File: config.mk
export PLATFORM = sky130hd
export DESIGN_NAME = moving_average_settle_detector_top
export DESIGN_NICKNAME = d
export VERILOG_FILES = /design/src/hdl/masd_pkg.sv /design/src/hdl/masd_cell.sv /design/src/hdl/masd_div.sv /design/src/hdl/moving_average_settle_detector_top.sv
export SDC_FILE = /design/constraint.sdc
export NUM_CORES = 1
export LEC_CHECK = 0
export ABC_AREA = 1
export BUFFER_PORTS_ARGS = -buffer_cell sky130_fd_sc_hd__buf_2
export CAP_MARGIN = 20
export CORE_UTILIZATION = 40
export DETAILED_ROUTE_END_ITERATION = 16
export GPL_ROUTABILITY_DRIVEN = 0
export PLACE_DENSITY_LB_ADDON = 0.25
export RECOVER_POWER = 100
export REMOVE_ABC_BUFFERS = 1
export SYNTH_ARGS = -nofsm -noshare
export SYNTH_HDL_FRONTEND = slang
export SYNTH_SLANG_ARGS = --single-unit
File: constraint.sdc
create_clock -name clk -period 22.6 [get_ports clk]
set_clock_uncertainty 0.2 [all_clocks]
set_input_delay 1.13 -clock clk [delete_from_list [all_inputs] [get_ports clk]]
set_output_delay 1.13 -clock clk [all_outputs]
set_load 0.01 [all_outputs]
File: src/hdl/masd_pkg.sv
`default_nettype none

package masd_pkg;

  localparam int WINDOW_LEN = 16;
  localparam int SAMPLE_W   = 16;
  localparam int SUM_W      = SAMPLE_W + $clog2(WINDOW_LEN) + 1;
  localparam int FILL_W     = $clog2(WINDOW_LEN + 1);
  localparam int CNT_W      = (WINDOW_LEN > 1) ? $clog2(WINDOW_LEN) : 1;
  localparam int DIV_CNT_W  = $clog2(SUM_W);
  localparam int DIFF_W     = SAMPLE_W + 2;

  typedef logic signed [SAMPLE_W-1:0] sample_t;
  typedef logic signed [SUM_W-1:0]    sum_t;
  typedef logic [FILL_W-1:0]          fill_t;

  // Configuration register indexes
  typedef enum logic {
    REG_TARGET    = 1'b0,
    REG_DEV_LIMIT = 1'b1
  } reg_idx_t;

endpackage

`default_nettype wire

File: src/hdl/masd_cell.sv
`default_nettype none

module masd_cell (
  input  wire logic              clk,
  input  wire logic              shift,
  input  wire masd_pkg::sample_t din,
  output masd_pkg::sample_t      dout
);
  import masd_pkg::*;

  // Window storage: take the neighbour's sample on each shift.
  always_ff @(posedge clk) begin
    if (shift) begin
      dout <= din;
    end
  end

endmodule

`default_nettype wire

File: src/hdl/masd_div.sv
`default_nettype none

module masd_div (
  input  wire logic              clk,
  input  wire logic              rst,
  input  wire logic              start,
  input  wire masd_pkg::sum_t    dividend,
  input  wire masd_pkg::fill_t   divisor,
  output logic                   done,
  output masd_pkg::sample_t      quotient
);
  import masd_pkg::*;

  logic                 busy;
  logic [DIV_CNT_W-1:0] cnt;
  logic [FILL_W-1:0]    rem;
  logic [SUM_W-1:0]     quo;
  logic                 neg;
  fill_t                dvs;

  logic [FILL_W:0]      trial;
  logic [FILL_W:0]      trial_sub;
  logic                 fits;
  logic [FILL_W-1:0]    rem_next;
  logic [SUM_W-1:0]     magnitude;
  logic [SUM_W-1:0]     signed_quo;

  // Restoring division, one quotient bit a cycle, on the magnitude.
  assign magnitude = dividend[SUM_W-1] ? SUM_W'(-dividend) : SUM_W'(dividend);
  assign trial     = {rem, quo[SUM_W-1]};
  assign trial_sub = trial - {1'b0, dvs};
  assign fits      = (trial >= {1'b0, dvs});
  assign rem_next  = fits ? trial_sub[FILL_W-1:0] : trial[FILL_W-1:0];

  always_ff @(posedge clk) begin
    if (rst) begin
      busy <= 1'b0;
      done <= 1'b0;
      cnt  <= '0;
    end else if (start) begin
      busy <= 1'b1;
      done <= 1'b0;
      cnt  <= '0;
    end else if (busy) begin
      cnt <= cnt + 1'b1;
      if (cnt == DIV_CNT_W'(SUM_W - 1)) begin
        busy <= 1'b0;
        done <= 1'b1;
      end
    end
  end

  always_ff @(posedge clk) begin
    if (start) begin
      rem <= '0;
      quo <= magnitude;
      neg <= dividend[SUM_W-1];
      dvs <= divisor;
    end else if (busy) begin
      rem <= rem_next;
      quo <= {quo[SUM_W-2:0], fits};
    end
  end

  // Restore the sign: truncation toward zero.
  assign signed_quo = neg ? (~quo + 1'b1) : quo;
  assign quotient   = sample_t'(signed_quo[SAMPLE_W-1:0]);

endmodule

`default_nettype wire

File: src/hdl/moving_average_settle_detector_top.sv
`default_nettype none

// Moving-average settle detector. Each accepted sample enters a window of the
// last WINDOW_LEN (16) samples and produces one result: the window mean,
// truncated toward zero (divided by the number of samples held while the
// window fills), a settled flag (window full and both the true window maximum
// and minimum lie within the deviation limit of the mean) and an on-target
// flag (mean within the deviation limit of target). One sample occupies the
// block until its result is presented: the bit-serial divider works through
// every bit of the 21-bit running sum, the sequencer notices completion and
// the output register is loaded, while the window is rotated once through its
// row of cells to find maximum and minimum in parallel. in_ready returns high
// in the same cycle as the result is presented. in_ready is high only while no
// sample is in work and is held low in reset; a finished result waits in the
// output register and does not hold off the next sample, but if it is still
// waiting when the next result is ready, that result holds in_ready low until
// the transfer out.
// The window has no reset and needs no clearing pass: its contents are used
// only once all entries have been written. Write target and the deviation
// limit only while the block is idle.

module moving_average_settle_detector_top (
  input  wire logic              clk,
  input  wire logic              rst,
  // sample channel
  input  wire logic              in_valid,
  output logic                   in_ready,
  input  wire masd_pkg::sample_t sample,
  // result channel
  output logic                   out_valid,
  input  wire logic              out_ready,
  output masd_pkg::sample_t      mean,
  output logic                   settled,
  output logic                   on_target,
  // configuration
  input  wire logic              wr_en,
  input  wire logic              wr_index,
  input  wire logic [15:0]       wr_data
);
  import masd_pkg::*;

  typedef enum logic [1:0] {
    S_IDLE,
    S_SCAN,
    S_WAIT,
    S_DONE
  } state_t;

  state_t state;

  // Configuration
  sample_t     target;
  logic [15:0] dev_limit;

  // Window bookkeeping
  sum_t       sum;
  sum_t       sum_next;
  fill_t      fill;
  fill_t      fill_next;
  logic       full_now;
  logic       full_q;
  logic [CNT_W-1:0] scan_cnt;
  sample_t    win_max;
  sample_t    win_min;

  // Cell row
  sample_t    chain [WINDOW_LEN];
  sample_t    tail;
  sample_t    head_in;
  logic       shift;
  logic       accept;

  // Divider
  logic       div_done;
  sample_t    div_mean;

  // Flag compare
  logic signed [DIFF_W-1:0] lim_x;
  logic signed [DIFF_W-1:0] d_hi;
  logic signed [DIFF_W-1:0] d_lo;
  logic signed [DIFF_W-1:0] d_tgt;
  logic signed [DIFF_W-1:0] d_tgt_neg;
  logic       settled_c;
  logic       on_target_c;

  assign in_ready = (state == S_IDLE) && !rst;
  assign accept   = in_valid && in_ready;

  // Configuration writes
  always_ff @(posedge clk) begin
    if (rst) begin
      target    <= '0;
      dev_limit <= '0;
    end else if (wr_en) begin
      unique case (reg_idx_t'(wr_index))
        REG_TARGET:    target    <= sample_t'(wr_data);
        REG_DEV_LIMIT: dev_limit <= wr_data;
      endcase
    end
  end

  // Row of cells: a new sample enters at the head on transfer, the oldest
  // drops out of the tail. During the scan the row rotates once, tail back
  // to head, so after WINDOW_LEN steps the order is restored.
  assign tail    = chain[WINDOW_LEN-1];
  assign shift   = accept || (state == S_SCAN);
  assign head_in = (state == S_IDLE) ? sample : tail;

  masd_cell u_cell_head (
    .clk   (clk),
    .shift (shift),
    .din   (head_in),
    .dout  (chain[0])
  );

  for (genvar i = 1; i < WINDOW_LEN; i++) begin : g_cell
    masd_cell u_cell (
      .clk   (clk),
      .shift (shift),
      .din   (chain[i-1]),
      .dout  (chain[i])
    );
  end

  // Running sum: add the new sample, drop the oldest once the window is full.
  assign full_now  = (fill == FILL_W'(WINDOW_LEN));
  assign fill_next = full_now ? fill : fill + 1'b1;
  assign sum_next  = sum + sum_t'(sample) - (full_now ? sum_t'(tail) : sum_t'(0));

  always_ff @(posedge clk) begin
    if (rst) begin
      sum    <= '0;
      fill   <= '0;
      full_q <= 1'b0;
    end else if (accept) begin
      sum    <= sum_next;
      fill   <= fill_next;
      full_q <= (fill_next == FILL_W'(WINDOW_LEN));
    end
  end

  // Mean: sum over samples held, started on the transfer cycle.
  masd_div u_div (
    .clk      (clk),
    .rst      (rst),
    .start    (accept),
    .dividend (sum_next),
    .divisor  (fill_next),
    .done     (div_done),
    .quotient (div_mean)
  );

  // Max and min over the tail as the row rotates.
  always_ff @(posedge clk) begin
    if (state == S_SCAN) begin
      if (scan_cnt == '0) begin
        win_max <= tail;
        win_min <= tail;
      end else begin
        if (tail > win_max) begin
          win_max <= tail;
        end
        if (tail < win_min) begin
          win_min <= tail;
        end
      end
    end
  end

  // Flags, both against the truncated mean. |d| <= lim as d <= lim and -d <= lim.
  assign lim_x       = DIFF_W'(signed'({1'b0, dev_limit}));
  assign d_hi        = DIFF_W'(win_max) - DIFF_W'(div_mean);
  assign d_lo        = DIFF_W'(div_mean) - DIFF_W'(win_min);
  assign d_tgt       = DIFF_W'(div_mean) - DIFF_W'(target);
  assign d_tgt_neg   = -d_tgt;
  assign settled_c   = full_q && (d_hi <= lim_x) && (d_lo <= lim_x);
  assign on_target_c = (d_tgt <= lim_x) && (d_tgt_neg <= lim_x);

  // Sequencer and output register
  always_ff @(posedge clk) begin
    if (rst) begin
      state     <= S_IDLE;
      scan_cnt  <= '0;
      out_valid <= 1'b0;
    end else begin
      // Load a finished result once the register is free, else drop valid
      // after the transfer out.
      if ((state == S_DONE) && (!out_valid || out_ready)) begin
        out_valid <= 1'b1;
        mean      <= div_mean;
        settled   <= settled_c;
        on_target <= on_target_c;
      end else if (out_ready) begin
        out_valid <= 1'b0;
      end
      unique case (state)
        S_IDLE: begin
          if (accept) begin
            scan_cnt <= '0;
            state    <= S_SCAN;
          end
        end
        S_SCAN: begin
          scan_cnt <= scan_cnt + 1'b1;
          if (scan_cnt == CNT_W'(WINDOW_LEN - 1)) begin
            state <= S_WAIT;
          end
        end
        S_WAIT: begin
          if (div_done) begin
            state <= S_DONE;
          end
        end
        S_DONE: begin
          // Hold until the previous result has been taken.
          if (!out_valid || out_ready) begin
            state <= S_IDLE;
          end
        end
        default: begin
          state <= S_IDLE;
        end
      endcase
    end
  end

endmodule

`default_nettype wire

== After elaboration in Yosys (flattened, before gate mapping) ==
Cells that the tools add are included.

* Word-level logic and storage cells: 119
* Bits in registers: 411
* Input port bits: 38

* $lt $le $gt $ge: 7
* $add $sub $neg: 12
* Muxes and demuxes: 24
* Equal/unequal tests: 11
* Reductions and logical operators: 26
* Bitwise gates (word level): 3

{| class="wikitable"
|+ Operators with widths
! operator !! number
|-
| $mux 16 || 6
|-
| $mux 21 || 4
|-
| $le 17x17->1 || 3
|-
| $sub 16x16->17 || 3
|-
| $add 21x16->21 || 1
|-
| $neg 21->21 || 1
|-
| $sub 21x21->21 || 1
|-
| $le 18x17->1 || 1
|-
| $neg 17->18 || 1
|-
| $add 16x1->16 const B || 1
|-
| $gt 16x16->1 || 1
|-
| $lt 16x16->1 || 1
|-
| $not 16->16 || 1
|-
| $eq 5x5->1 const B || 3
|-
| $reduce_and 2->1 || 7
|-
| $add 5x1->5 const B || 2
|-
| $mux 5 || 2
|-
| $reduce_bool 2->1 || 5
|-
| $mux 2 || 4
|-
| $pmux 2 s4 || 1
|-
| $pmux 4 s2 || 1
|-
| $ge 6x5->1 || 1
|-
| $logic_and 1x1->1 || 6
|-
| $ne 2x1->1 const B || 3
|-
| other kinds (15) || 23
|}

== Longest topological paths before layout ==
* Depth in word-level cells: 7
* Mapped depth: 31
* Depth with buffers taken out: 31

== Modules after synthesis ==
A second synthesis with hierarchy kept.

* Cells, all modules: 2,191
* Area, all modules: 21,685.8 um^2

{| class="wikitable"
|+ Modules (own cells, without submodules)
! module !! cells each !! instances !! area an instance (um^2) !! sequential area each (um^2)
|-
| moving_average_settle_detector_top || 1,550 || 1 || 11,215.8 || 2,822.7
|-
| masd_cell || 16 || 16 || 480.5 || 480.5
|-
| masd_div || 385 || 1 || 2,782.7 || 1,051.0
|}

== Worst setup path before layout ==
Ideal clock, no wire load.

* Path type: input-to-reg
* Start point: input port rst
* End point: register g_cell[10].u_cell.dout[0] (enable)
* Setup time: 1,980 ps
* Cell stages on the path: 6
* Setup slack: 13,949 ps
* Arrival time: 6,472 ps
* Cells stage by stage: clkbuf_1 > nor2_1 > nand2_1 > clkbuf_1 > clkbuf_1 > nand2_1

* Word-level cells in the longest chain between the ends: 4

{| class="wikitable"
|+ Ends and longest elaborated chain
! what !! RTL line !! text
|-
| start: declaration || moving_average_settle_detector_top.sv:24 || <nowiki>input wire logic rst,</nowiki>
|-
| $logic_not 1->1 || moving_average_settle_detector_top.sv:86 || <nowiki>assign in_ready = (state == S_IDLE) && !rst;</nowiki>
|-
| $logic_and 1x1->1 || moving_average_settle_detector_top.sv:86 ||
|-
| via in_ready || moving_average_settle_detector_top.sv:27 || <nowiki>output logic in_ready,</nowiki>
|-
| $logic_and 1x1->1 || moving_average_settle_detector_top.sv:87 || <nowiki>assign accept = in_valid && in_ready;</nowiki>
|-
| $logic_or 1x1->1 || moving_average_settle_detector_top.sv:106 || <nowiki>assign shift = accept || (state == S_SCAN);</nowiki>
|-
| via g_cell[10].u_cell.shift || masd_cell.sv:5 || <nowiki>input wire logic shift,</nowiki>
|-
| end signal: assignment || masd_cell.sv:14 || <nowiki>dout <= din;</nowiki>
|-
| end: declaration || masd_cell.sv:7 || <nowiki>output masd_pkg::sample_t dout</nowiki>
|}

The timed path passes the listed nets, and every way through them passes these cells.
A chain may end at the register's enable or synchronous reset.

== Final worst setup path ==
* Start point: register state[0]
* End point: register g_cell[5].u_cell.dout[1] (enable)

* Word-level cells in the longest chain between the ends: 4

{| class="wikitable"
|+ Ends and longest elaborated chain
! what !! RTL line !! text
|-
| start: declaration || moving_average_settle_detector_top.sv:49 || <nowiki>state_t state;</nowiki>
|-
| start signal: assignment || moving_average_settle_detector_top.sv:182 || <nowiki>state <= S_IDLE;</nowiki>
|-
| start signal: assignment || moving_average_settle_detector_top.sv:200 || <nowiki>state <= S_SCAN;</nowiki>
|-
| start signal: assignment || moving_average_settle_detector_top.sv:206 || <nowiki>state <= S_WAIT;</nowiki>
|-
| $logic_not 2->1 || moving_average_settle_detector_top.sv:86 ||
|-
| $logic_and 1x1->1 || moving_average_settle_detector_top.sv:86 ||
|-
| $logic_and 1x1->1 || moving_average_settle_detector_top.sv:87 ||
|-
| $logic_or 1x1->1 * || moving_average_settle_detector_top.sv:106 ||
|-
| via g_cell[10].u_cell.shift || masd_cell.sv:5 ||
|-
| end signal: assignment || masd_cell.sv:14 ||
|-
| end: declaration || masd_cell.sv:7 ||
|}

The timed path passes the listed nets; every way through them passes the cells marked *.

==> run metrics <==
setup TNS 0 ns; first-pass GRT wire length 74800 um; fmax 0.0951 GHz; Syn-to-layout area delta 11.4%; DR pass1 iterations 5; # DRC 0; Synth area leaders edfxtp_1 47%, ha_1 10%, dfxtp_1 7.3%; final setup fails 0; number of max-cap violations 6; ys async rst share 0%; Unique masters post-synth 63; Power Dens Cells 165 nW/um^2; status finished with violations; fin cells 2898; critical-path cell list inv_1, ha_1, clkbuf_1, inv_1, nor2_1, nand2_1, clkbuf_1, nand2_1, clkbuf_1, clkbuf_1; layout cells sized above 1 7.42%; row count 84; largest net degree at the start of global routing 92; CP startpoint kind flop; Ports 58; CTS tree yes; initial antenna violation count 0; Finished Cell Area 23800 sq um; Core Util, Final 45.2%; leakage power 9.99 nW; WP data required 22.49 ns; RSZ-0062 raised after global routing no; # diodes 0; minimum clock period 10.52 ns; Peak VDD IR 0.133 mV; top-area cell type share of the netlist area 46.8%; average routed wire per standard cell 16.1 um; Mapped Cells 2093; worst min path class reg -> reg; die height 233 um; syn avg cell area 10.2 sq um; CP max stage delay 2.85 ns; Slew headroom -166%; clk root buf clkbuf_16; Critical Path Most Common Cell clkbuf_1; die area 54400 sq um; Post-DP Area 22500 sq um; area leader, netlist edfxtp_1; cell with the most instances after synthesis inv_1; synthesized area 21400 sq um; failing checks max-capacitance violations, max-slew violations; Final period util 46.5%; Synth Warn # 0; CTS Hold Bufs 0; DRT iter0 DRCs 825; critical path arrival 10.40 ns; Via Count 14600; core area 52700 sq um; CTS clk-pin slew, worst paths 0.06 ns; post-CTS sizing 0; DIE WIDTH 233 um; drt total wl 46600 um; Post-synth EDFFs 333; Clock Path Buffers 3; multi-input logic area 8280 sq um; GR Overflow Total 0; Hold Fails Final Rpt 0; vias in the first global route 14300; post-synthesis register bit count 411; Filler Cell Count 4893; CP max stage cell clkbuf_1; Worst Setup End Kind flop; final net count 2409; ANT nets after route 0; total CTS buffers 43; top_reg_cell synth edfxtp_1; Slew @ Worst Pin 3.98 ns; Initial Util 40.6%; DP HPWL 34800 um; All-Layer GR Usage 17.6%; Sequential Area 11600 sq um; WS Path Type reg -> reg; clk_lat worst skew 0.58 ns; H-tree depth 2; placed insts 2816; Commonest cells post-synth 355 x inv_1, 343 x nand2_1, 333 x edfxtp_1; drt via density 5.03; Post-CTS Setup Bufs 0; max-slew violation count 362; register area share after synthesis 54.1%; Clock Sinks 411; Crit Path Max Fanout 77; IO buf count 57
==> through the flow <==
step	total power, mW	hold slack, ns	setup WS [ns]
after detailed placement	3.20	0.205	17.31
final	3.93	0.212	12.08
after global placement	3.14	0.200	17.46
after global routing	4.29	0.218	10.85
after floorplan	2.75	0.200	14.07
after CTS	3.95	0.211	17.29
==> cells by family after synthesis <==
kind of cell,Yosys count,synth area share [%]
compound gates,355,9.61
flops,411,54.1
fa+ha+maj,196,12.3
simple gates,662,13.7
buf+inv,394,6.96
xor+xnor,75,3.30
==> registers in the layout, indices dropped and copies added (netlist names), 2 cells and up <==
register,cells
g_cell.u_cell.dout,240
sum,21
u_div.quo,21
dev_limit,16
mean,16
target,16
u_cell_head.dout,16
win_max,16
win_min,16
fill,5
u_div.cnt,5
u_div.dvs,5
u_div.rem,5
scan_cnt,4
state,2
==> report_power, final <==
| group | leakage (nW) | internal, mW | switching [mW] |
|---|---|---|---|
| Combinational | 5.50 | 0.666 | 1.27 |
| Sequential | 3.78 | 1.18 | 0.0859 |
| Clock | 0.710 | 0.427 | 0.303 |
| Total | 9.99 | 2.27 | 1.66 |
==> routing by layer <==
layer | track usage, % | up-vias | routed length, um
li1 | - | 7275 | -
met1 | 23.6 | 6977 | 21800
met2 | 28.9 | 244 | 21800
met3 | 2.21 | 85 | 1410
met4 | 7.01 | 0 | 1580
met5 | 0 | - | 0
==> critical path, delay by kind of cell, from the launching register on <==
kind,cells,cell delay (ns)
flops,1,0.33
buf+inv,6,7.95
fa+ha+maj,1,0.15
simple gates,3,1.24
==> final timing paths <==
check	endpoint	slack (ns)	cells after the start	from
worst min register to register	g_cell[10].u_cell.dout[0]$_DFFE_PP_	0.21	0	g_cell[9].u_cell.dout[0]$_DFFE_PP_
worst max register to register	g_cell[5].u_cell.dout[1]$_DFFE_PP_	12.08	10	state[0]$_SDFFE_PP0P_
worst max-delay path	g_cell[5].u_cell.dout[1]$_DFFE_PP_	12.08	10	state[0]$_SDFFE_PP0P_
worst min-delay path	g_cell[10].u_cell.dout[0]$_DFFE_PP_	0.21	0	g_cell[9].u_cell.dout[0]$_DFFE_PP_
==> cells in the final DEF (no fill, tap or decap), types with 8 or more instances in the layout <==
cell type,netlist,layout
xnor2_1,22,22
inv_1,355,355
nand2_2,23,21
nor2_1,122,123
o22ai_1,14,14
a21oi_1,133,133
xor2_1,48,49
nor3_1,18,18
ha_1,172,172
a211oi_1,9,9
o21bai_1,8,8
dfxtp_1,78,78
clkbuf_1,26,42
o211ai_1,10,10
nand2_1,343,347
edfxtp_1,333,333
nand4_1,24,24
buf_2,2,36
o21ai_0,119,122
nor4_1,11,11
clkbuf_16,0,43
clkinv_2,0,9
fa_1,24,24
nor2_2,8,8
nand3_1,80,80
==> final cells by class <==
cell class	instances	share of cell area, %
clock buffers	53	4.72
clock inverters	27	1.41
inverters	362	5.70
multi-input cells	1288	34.8
flip-flops and latches	411	48.5
well taps	688	3.61
repair buffers	69	1.28
Note: power is estimated with default switching activity, not from simulation.
